$ cat config.mk
export PLATFORM = sky130hd
export DESIGN_NAME = sues_cell
export DESIGN_NICKNAME = d
export VERILOG_FILES = /design/src/rtl/sues_pkg.sv /design/src/rtl/sues_cell.sv
export SDC_FILE = /design/constraint.sdc
export NUM_CORES = 1
export LEC_CHECK = 0
export BUFFER_PORTS_ARGS = -buffer_cell sky130_fd_sc_hd__buf_2
export CORE_MARGIN = 2
export CORE_UTILIZATION = 42
export DETAILED_ROUTE_END_ITERATION = 6
export PLACE_DENSITY = 0.81
export RECOVER_POWER = 100
export SLEW_MARGIN = 30
export SYNTH_ARGS = -nofsm -noshare
export SYNTH_HDL_FRONTEND = slang
export SYNTH_SLANG_ARGS = --single-unit
$ cat constraint.sdc
create_clock -name clk -period 3.6 [get_ports clk]
set_clock_uncertainty 0.1 [all_clocks]
set_input_delay 0.72 -clock clk [delete_from_list [all_inputs] [get_ports clk]]
set_output_delay 0.72 -clock clk [all_outputs]
set_load 0.02 [all_outputs]
$ cat src/rtl/sues_pkg.sv
// Package of the sorted unique event time set core: widths, status codes
// and the control bundle broadcast to the cell chain. No dependencies.
package sues_pkg;

  localparam int SET_DEPTH_DEF = 64;
  localparam int TIME_W        = 31;
  localparam int COUNT_OUT_W   = 7;
  localparam int IN_DATA_W     = 32;
  localparam int OUT_DATA_W    = 48;

  typedef enum logic [1:0] {
    ST_DONE      = 2'd0,
    ST_DUP       = 2'd1,
    ST_NOT_FOUND = 2'd2,
    ST_FULL      = 2'd3
  } status_t;

  // Broadcast to every cell for one item
  typedef struct packed {
    logic              do_ins;
    logic              do_del;
    logic [TIME_W-1:0] tval;
  } ctrl_t;

endpackage

$ cat src/rtl/sues_cell.sv
// One slot of the sorted chain: compares its time with the broadcast value
// and takes its own, the new, or a neighbor's time. Uses sues_pkg.
module sues_cell import sues_pkg::*; #(
  parameter int CW  = 7,
  parameter int IDX = 0
) (
  input  logic              clk,
  input  ctrl_t             ctrl,
  input  logic [CW-1:0]     count,
  input  logic              left_lt,
  input  logic [TIME_W-1:0] left_val,
  input  logic [TIME_W-1:0] right_val,
  output logic              lt,
  output logic              eq,
  output logic [TIME_W-1:0] slot,
  output logic [TIME_W-1:0] slot_next
);

  logic valid;

  // Compare against the broadcast time; slots at or above count are empty
  assign valid = (CW'(IDX) < count);
  assign lt    = valid && (slot < ctrl.tval);
  assign eq    = valid && (slot == ctrl.tval);

  // Insert: open a gap at the first slot not below the new time.
  // Delete: close the gap from the matching slot upward.
  always_comb begin
    slot_next = slot;
    if (ctrl.do_ins && !lt) begin
      slot_next = left_lt ? ctrl.tval : left_val;
    end else if (ctrl.do_del && !lt) begin
      slot_next = right_val;
    end
  end

  always_ff @(posedge clk) begin
    slot <= slot_next;
  end

endmodule

==> results.tsv, run 1 <==
metric	value	unit
status	completed	
clk_latency	0.28	ns
synth-main-ff-cell	dfxtp_1	
wl_per_cell	15.3	um
hold_slack	0.451	ns
cp.arrival	2.63	ns
h-tree-depth	2	
fin_crit	3.45	ns
relSlewSlack	0.676	
ys_ff_latch	31	
drv_slew	0	
worstPathMaxFanout	30	
diodes	0	
fp-row-count	27	
die_x	80.4	um
worstMarginPinSlew	0.482	ns
path_class	input port to output pin	
portBuffers	167	
mostFrequentLayoutCell	buf_2	
syn_to_final_growth	45.7	%
synth.distinct_cells	32	
fin_area	3570	um^2
cts_buffer_depth	2	
route.vias.total	2817	
crit_path_top_delay_cell	a41o_2	
cp.required	2.78	ns
peakVddDrop	0.000517	V
design.core.area	5570	um^2
finalSetupViolations	0	
first_pass_iters	4	
slowest_delay	0.33	ns
top_layer	met4	
ctsRootBufferMaster	clkbuf_8	
wl_met2	4.29	mm
grt_start_max_net_pins	31	
place_inst	527	
p_leak	1.86	nW
largest_reg_flops	31	
final_nets	601	
drt_iter0_drc	123	
power	3.06	mW
largest-register	slot	
drive_above_1_share	0.360	
final_hold_viol_count	0	
endpoint_kind	output pin	
grt_overflow_total	0	
final_util	0.641	
grt_pass1_wl	12.0	mm
hold_path.class	flop to flop	
reg_top3	slot x31	
viasPerCell	5.23	
die_h	80.4	um
power_density	856	nW/um^2
worstPathCellList	buf_2 -> inv_1 -> ha_1 -> nand4_2 -> nor3_1 -> nand2_1 -> a41o_2 -> nand2_8 -> o22a_1 -> clkbuf_2	
synth_top_area_share	0.253	
cts_tree	yes	
dp_hpwl	6.17	mm
dieArea	6470	um^2
syn-num-nets	432	
met3_length	531	um
antenna_found_initial	0	
seq_area_frac_synth	0.253	
clk_pin_slew	0.06	ns
placed_cell_area	3360	um^2
multi_input_area	1670	um^2
synthTopCellsByArea	dfxtp_1 (25%), ha_1 (16%), mux2i_1 (12%)	
start_kind	input port	
yosys.area.top_type	dfxtp_1	
seqCellArea	621	um^2
fin_crit_sh	0.959	
syn_avg_cell_area	8.26	um^2
drt-met1-wl	3.36	mm
async_flop_share	0	
yosys_warnings	0	
fillers	517	
io_pins	168	
synth_edf_count	0	
cts-hold-fix-buffers	0	
cap_violations	0	
initial_core_util	0.440	
drcViolationCount	0	
drt.antenna.violating_nets	0	
clock-sinks	31	
cts_buffers	5	
syn_inst	297	
grt_pass1_vias	2639	
place_congestion	0.783	
drt-total-wl	8.26	mm
synth_area	2450	um^2
instances_no_fill	539	
fmax	0.290	GHz
grt.total_usage	0.233	
layout_common_cells	buf_2 (106), a21oi_1 (41), nor2_1 (34)	
## power breakdown
group	internal, mW	leakage, nW	switching [mW]
Clock	0.175	0.0515	0.134
Sequential	0.524	0.261	0.149
Combinational	0.826	1.55	1.25
Total	1.52	1.86	1.54
## per-stage QoR
| stage | worst slack (ns) | TNS, ns |
|---|---|---|
| finish | 0.146 | 0 |
| floorplan | 0.390 | 0 |
| CTS | 0.0217 | 0 |
| global placement | 0.0516 | 0 |
| global route | -0.0471 | -0.832 |
| detailed placement | 0.0255 | 0 |
## area by class of cell
type	instances	area share
Inverter	32	0.0336
Tap cell	72	0.0252
Clock buffer	8	0.0280
Multi-Input combinational cell	217	0.467
Sequential cell	31	0.174
Timing Repair Buffer	179	0.273
## path summary, 6_finish.rpt
check | from | end | slack, ns | depth (start not counted)
setup / recovery | ctrl[30] | slot_next[23] | 0.15 | 10
hold reg to reg | slot[3] | slot[3] | 0.45 | 1
hold / removal | slot[3] | slot[3] | 0.45 | 1
setup reg to reg | slot[29] | slot[10] | 1.45 | 9
## cells in the mapped netlist, types with 3 or more instances
library cell	instances
o22a_1	29
mux2i_1	29
o21ai_0	5
buf_6	3
dfxtp_1	31
a21oi_1	42
ha_1	31
nor2_1	34
inv_1	32
nand3_1	4
nand4_1	6
clkbuf_1	8
buf_2	6
nand2_1	12
nor3_1	3
## metal layers
layer,vias up,global-route usage
li1,1414,-
met1,1286,0.268
met2,111,0.438
met3,6,0.0416
met4,0,0.0644
met5,-,0
## logic make-up after synthesis
kind of cell / Yosys count / synth area share
buf+inv: 49 / 0.0872
flops: 31 / 0.253
compound gates: 87 / 0.238
fa+ha+maj: 31 / 0.158
mux: 31 / 0.127
simple gates: 68 / 0.136
## worst max-delay path, delay by kind of cell
family | cells | cell delay [ns]
compound gates | 2 | 0.53
simple gates | 4 | 0.73
fa+ha+maj | 1 | 0.32
buf+inv | 3 | 0.31
## timing repair
item,4_1_cts,5_1_grt
resized for setup,0,18
endpoints found under the setup margin,0,30
setup buffers,0,1
No activity file was read; power rests on OpenSTA's default activity.
==> run 2, diff against run 1 <==
--- a/config.mk
+++ b/config.mk
@@ -5,11 +5,11 @@
 export SDC_FILE = /design/constraint.sdc
 export NUM_CORES = 1
 export LEC_CHECK = 0
-export BUFFER_PORTS_ARGS = -buffer_cell sky130_fd_sc_hd__buf_2
 export CORE_MARGIN = 2
-export CORE_UTILIZATION = 42
+export CORE_UTILIZATION = 55
 export DETAILED_ROUTE_END_ITERATION = 6
-export PLACE_DENSITY = 0.81
+export DONT_BUFFER_PORTS = 1
+export PLACE_DENSITY = 0.7
 export RECOVER_POWER = 100
 export SLEW_MARGIN = 30
 export SYNTH_ARGS = -nofsm -noshare
==> run 2 against run 1 <==
  * First-iteration DRC count down 39%
  * Combinational power is 42% lower
  * Wire length fell by 22%
  * Clock power fell by 18%
  * Cell count down 36%
  * Worst hold slack better by 0.25 ns
  * Non-clock buffer count fell by 173
  * Count of clock-buffer cells in the layout decreased by 2
  * Register-to-register slack got worse by 0.37 ns
  * Largest cell class unchanged
==> results.tsv, run 2 (synthesized netlist as in run 1, its figures left out) <==
metric	value	unit
power_density	932	nW/um^2
worstPathMaxFanout	30	
clk_pin_slew	0.06	ns
reg_top3	slot x31	
status	completed	
place_congestion	0.742	
fillers	404	
drcViolationCount	0	
portBuffers	0	
ff2ff_setup_slack	1.08	ns
largest_reg_flops	31	
grt.total_usage	0.254	
viasPerCell	6.37	
cts-hold-fix-buffers	0	
fin_setup_tns	0	ns
drv_slew	0	
mostFrequentLayoutCell	a21oi_1	
cts_buffers	5	
fmax	0.295	GHz
peakVddDrop	0.000465	V
fin_crit	3.39	ns
grt_start_max_net_pins	36	
drt-total-wl	6.45	mm
grt_overflow_total	0	
grt_pass1_vias	2296	
final_nets	428	
relSlewSlack	0.457	
fin_crit_sh	0.942	
fp-row-count	24	
antenna_found_initial	0	
critical_path_cell_count	7	
diodes	0	
final_util	0.587	
start_kind	flop	
critPathLaunch	slot[30]	
design.core.area	4320	um^2
clk_latency	0.28	ns
cap_violations	0	
power	2.37	mW
drive_above_1_share	0.0651	
final_hold_viol_count	0	
grt_pass1_wl	10.3	mm
path_class	flop to output pin	
endpoint_kind	output pin	
postCtsSetupBuffers	0	
die_h	70.8	um
first_pass_iters	4	
cp.required	2.78	ns
worstPathCellList	ha_1 -> nand4_2 -> nor4_1 -> o21ai_1 -> a21o_1 -> nand2_4 -> o22a_1	
finalSetupViolations	0	
h-tree-depth	2	
cp_top_family	simple AND/OR/NAND/NOR gates	
io_pins	168	
crit_path_top_delay_cell	dfxtp_1	
drt.antenna.violating_nets	0	
layout_common_cells	a21oi_1 (42), nor2_1 (34), inv_1 (32)	
crit_end	slot_next[18]	
die_x	70.8	um
path_buf_inv	0	
cp.arrival	2.57	ns
drt_iter0_drc	75	
dieArea	5010	um^2
cts_resized	0	
cts_tree	yes	
largest-register	slot	
clock-sinks	31	
r2r.worst_path.cells	7	
initial_core_util	0.567	
hold_depth	3	
r2r_end	slot[29]	
slowest_delay	0.41	ns
syn_to_final_growth	3.52	%
dp_hpwl	4.97	mm
wl_per_cell	18.7	um
rsz0062_at_grt	false	
hold_slack	0.696	ns
hold_path.class	flop to flop	
r2r-start	slot[13]	
route.vias.total	2190	
worstMarginPinSlew	0.806	ns
p_leak	1.20	nW
cts_buffer_depth	2	
ctsRootBufferMaster	clkbuf_8	
run 2: power by group:
part           switching, mW  total, mW  internal (mW)  leakage, nW
logic                  0.795       1.21          0.413        0.898
registers              0.382      0.907          0.525        0.261
clock network          0.125      0.253          0.129       0.0371
total                   1.30       2.37           1.07         1.20
run 2: layout make-up:
| type | instances | area (um^2) | share of cell area |
|---|---|---|---|
| multi-input cells | 217 | 1620 | 0.636 |
| flip-flops and latches | 31 | 621 | 0.244 |
| inverters | 32 | 120 | 0.0473 |
| clock buffers | 6 | 72.6 | 0.0286 |
| well taps | 52 | 65.1 | 0.0256 |
| repair buffers | 6 | 45.0 | 0.0177 |
run 2: worst min path at each step:
stage	startpoint	to	slack (ns)
finish	slot[0]	slot[0]	0.70
global route	slot[27]	slot[27]	0.71
CTS	slot[5]	slot[5]	0.70
detailed placement	slot[5]	slot[5]	0.69
global placement	slot[2]	slot[2]	0.69
floorplan	slot[0]	slot[0]	0.64
run 2: metrics by stage:
| stage | setup WS, ns | instances | cell area (um^2) |
|---|---|---|---|
| finish | 0.208 | 344 | 2540 |
| CTS | 0.136 | 344 | 2550 |
| detailed placement | 0.174 | 338 | 2480 |
| global placement | 0.210 | 338 | 2480 |
| global route | 0.0138 | 344 | 2540 |
| floorplan | 0.390 | 297 | 2450 |
run 2: layer usage:
metal / up-vias / track usage / share of wire
li1: 1059 / - / -
met3: 10 / 0.0712 / 0.093
met4: 0 / 0.0860 / 0.017
met2: 119 / 0.455 / 0.49
met1: 1002 / 0.289 / 0.40
met5: - / 0 / 0
run 2: tightest hold or removal path, delay by kind of cell, from the launching register on:
family / cells / cell delay (ns)
buffers and inverters: 2 / 0.27
AOI/OAI and AO/OA: 1 / 0.09
DFF: 1 / 0.39
==> run 3, diff against run 2 <==
--- a/config.mk
+++ b/config.mk
@@ -11,6 +11,7 @@
 export DONT_BUFFER_PORTS = 1
 export PLACE_DENSITY = 0.7
 export RECOVER_POWER = 100
+export REMOVE_ABC_BUFFERS = 1
 export SLEW_MARGIN = 30
 export SYNTH_ARGS = -nofsm -noshare
 export SYNTH_HDL_FRONTEND = slang
==> run 3 against run 2 <==
  * Clock power increased by 21%
  * Final area increased by 1.9%
  * Critical path type unchanged
  * Count of clock-buffer cells in the layout increased by 2
  * Flip-flop and latch count unchanged
  * Non-clock buffer count increased by 1
  * Cell count increased by 0.87%
  * Sequential share of layout area decreased by 0.45 points
  * Combinational power about the same
  * Setup slack got worse by 0.0078 ns
==> results.tsv, run 3 (synthesized netlist as in run 1, its figures left out) <==
metric	value	unit
status	completed	
ctsRootBufferMaster	clkbuf_8	
slowest_delay	0.47	ns
endpoint_kind	output pin	
fin_crit_sh	0.944	
grt.total_usage	0.246	
power	2.43	mW
largest-register	slot	
grt_pass1_vias	2155	
wl_per_cell	18.1	um
h-tree-depth	2	
final_hold_viol_count	0	
reg_top3	slot x31	
dieArea	5010	um^2
largest_reg_flops	31	
path_buf_inv	1	
start_kind	flop	
design.core.area	4320	um^2
layout_common_cells	a21oi_1 (42), nor2_1 (34), inv_1 (32)	
place_congestion	0.743	
drt.antenna.violating_nets	0	
grt_pass1_wl	9.92	mm
cap_violations	0	
power_density	938	nW/um^2
cts_buffers	5	
cp.arrival	2.58	ns
fillers	411	
clk_pin_slew	0.06	ns
cp_top_family	compound AO/OA/AOI/OAI gates	
drv_slew	0	
viasPerCell	6.10	
drcViolationCount	0	
io_pins	168	
cp.required	2.78	ns
hold_path.class	flop to flop	
mostFrequentLayoutCell	a21oi_1	
relSlewSlack	0.491	
peakVddDrop	0.000516	V
grt_start_max_net_pins	36	
rsz0062_at_grt	false	
grt_overflow_total	0	
die_x	70.8	um
finalSetupViolations	0	
cp_common_cell	a21oi_1	
place_ws	0.216	ns
clk_latency	0.28	ns
postCtsSetupBuffers	0	
cts_buffer_depth	2	
portBuffers	0	
crit_path_top_delay_cell	dfxtp_1	
setup_ws	0.201	ns
die_h	70.8	um
drive_above_1_share	0.0712	
hold_depth	3	
fp-row-count	24	
r2r.worst_path.cells	8	
dp_hpwl	4.98	mm
worstPathMaxFanout	12	
final_nets	429	
worstPathCellList	ha_1 -> a21oi_1 -> a21oi_1 -> o31ai_1 -> nand2_1 -> a21oi_4 -> buf_4 -> o22a_1	
syn_to_final_growth	5.46	%
final_util	0.598	
drt_iter0_drc	52	
worstMarginPinSlew	0.755	ns
route.vias.total	2118	
antenna_found_initial	0	
fin_crit	3.40	ns
p_leak	1.23	nW
first_pass_iters	4	
clock-sinks	31	
fmax	0.294	GHz
path_class	flop to output pin	
drt-total-wl	6.27	mm
ff2ff_setup_slack	1.10	ns
cts_tree	yes	
initial_core_util	0.567	
diodes	0	
critical_path_cell_count	8	
[run 3: final cells by class]
type                            count  area [um^2]  area share
Clock buffer                        8          100      0.0387
Inverter                           32          120      0.0464
Multi-Input combinational cell    217         1630       0.630
Sequential cell                    31          621       0.240
Tap cell                           52         65.1      0.0251
Timing Repair Buffer                7         52.6      0.0203
[run 3: worst reg2reg max path: cells and delay by family (launching register included)]
family,cells,cell delay (ns)
fa+ha+maj,1,0.32
simple gates,1,0.16
buf+inv,1,0.25
compound gates,5,1.12
flops,1,0.47
[run 3: per-layer routing]
layer  track usage  up-vias  wire [um]
met5             0        -          0
met4        0.0650        0         52
met3        0.0684        6        565
met2         0.442      105       3090
met1         0.288      943       2560
li1              -     1064          -
[run 3: power by group]
part | internal [mW] | leakage [nW] | switching, mW
logic | 0.422 | 0.916 | 0.797
clock network | 0.174 | 0.0515 | 0.131
registers | 0.525 | 0.261 | 0.377
[run 3: stage by stage]
| step | TNS [ns] | instance area, um^2 | instances | hold slack [ns] |
|---|---|---|---|---|
| floorplan | -2.32 | 2360 | 280 | 0.647 |
| global route | 0 | 2590 | 347 | 0.710 |
| detailed placement | 0 | 2480 | 339 | 0.670 |
| finish | 0 | 2590 | 347 | 0.688 |
| CTS | 0 | 2580 | 347 | 0.683 |
| global placement | 0 | 2480 | 339 | 0.667 |
[run 3: timing repair]
item	CTS	global route
endpoints found under the setup margin	0	1
gates resized for setup	0	1
hold buffers	0	0
[run 3: worst paths after layout]
| path | end | from |
|---|---|---|
| worst min register to register | slot[0] | slot[0] |
| worst min-delay path | slot[0] | slot[0] |
| worst max register to register | slot[14] | slot[2] |
| worst max-delay path | slot_next[14] | slot[2] |
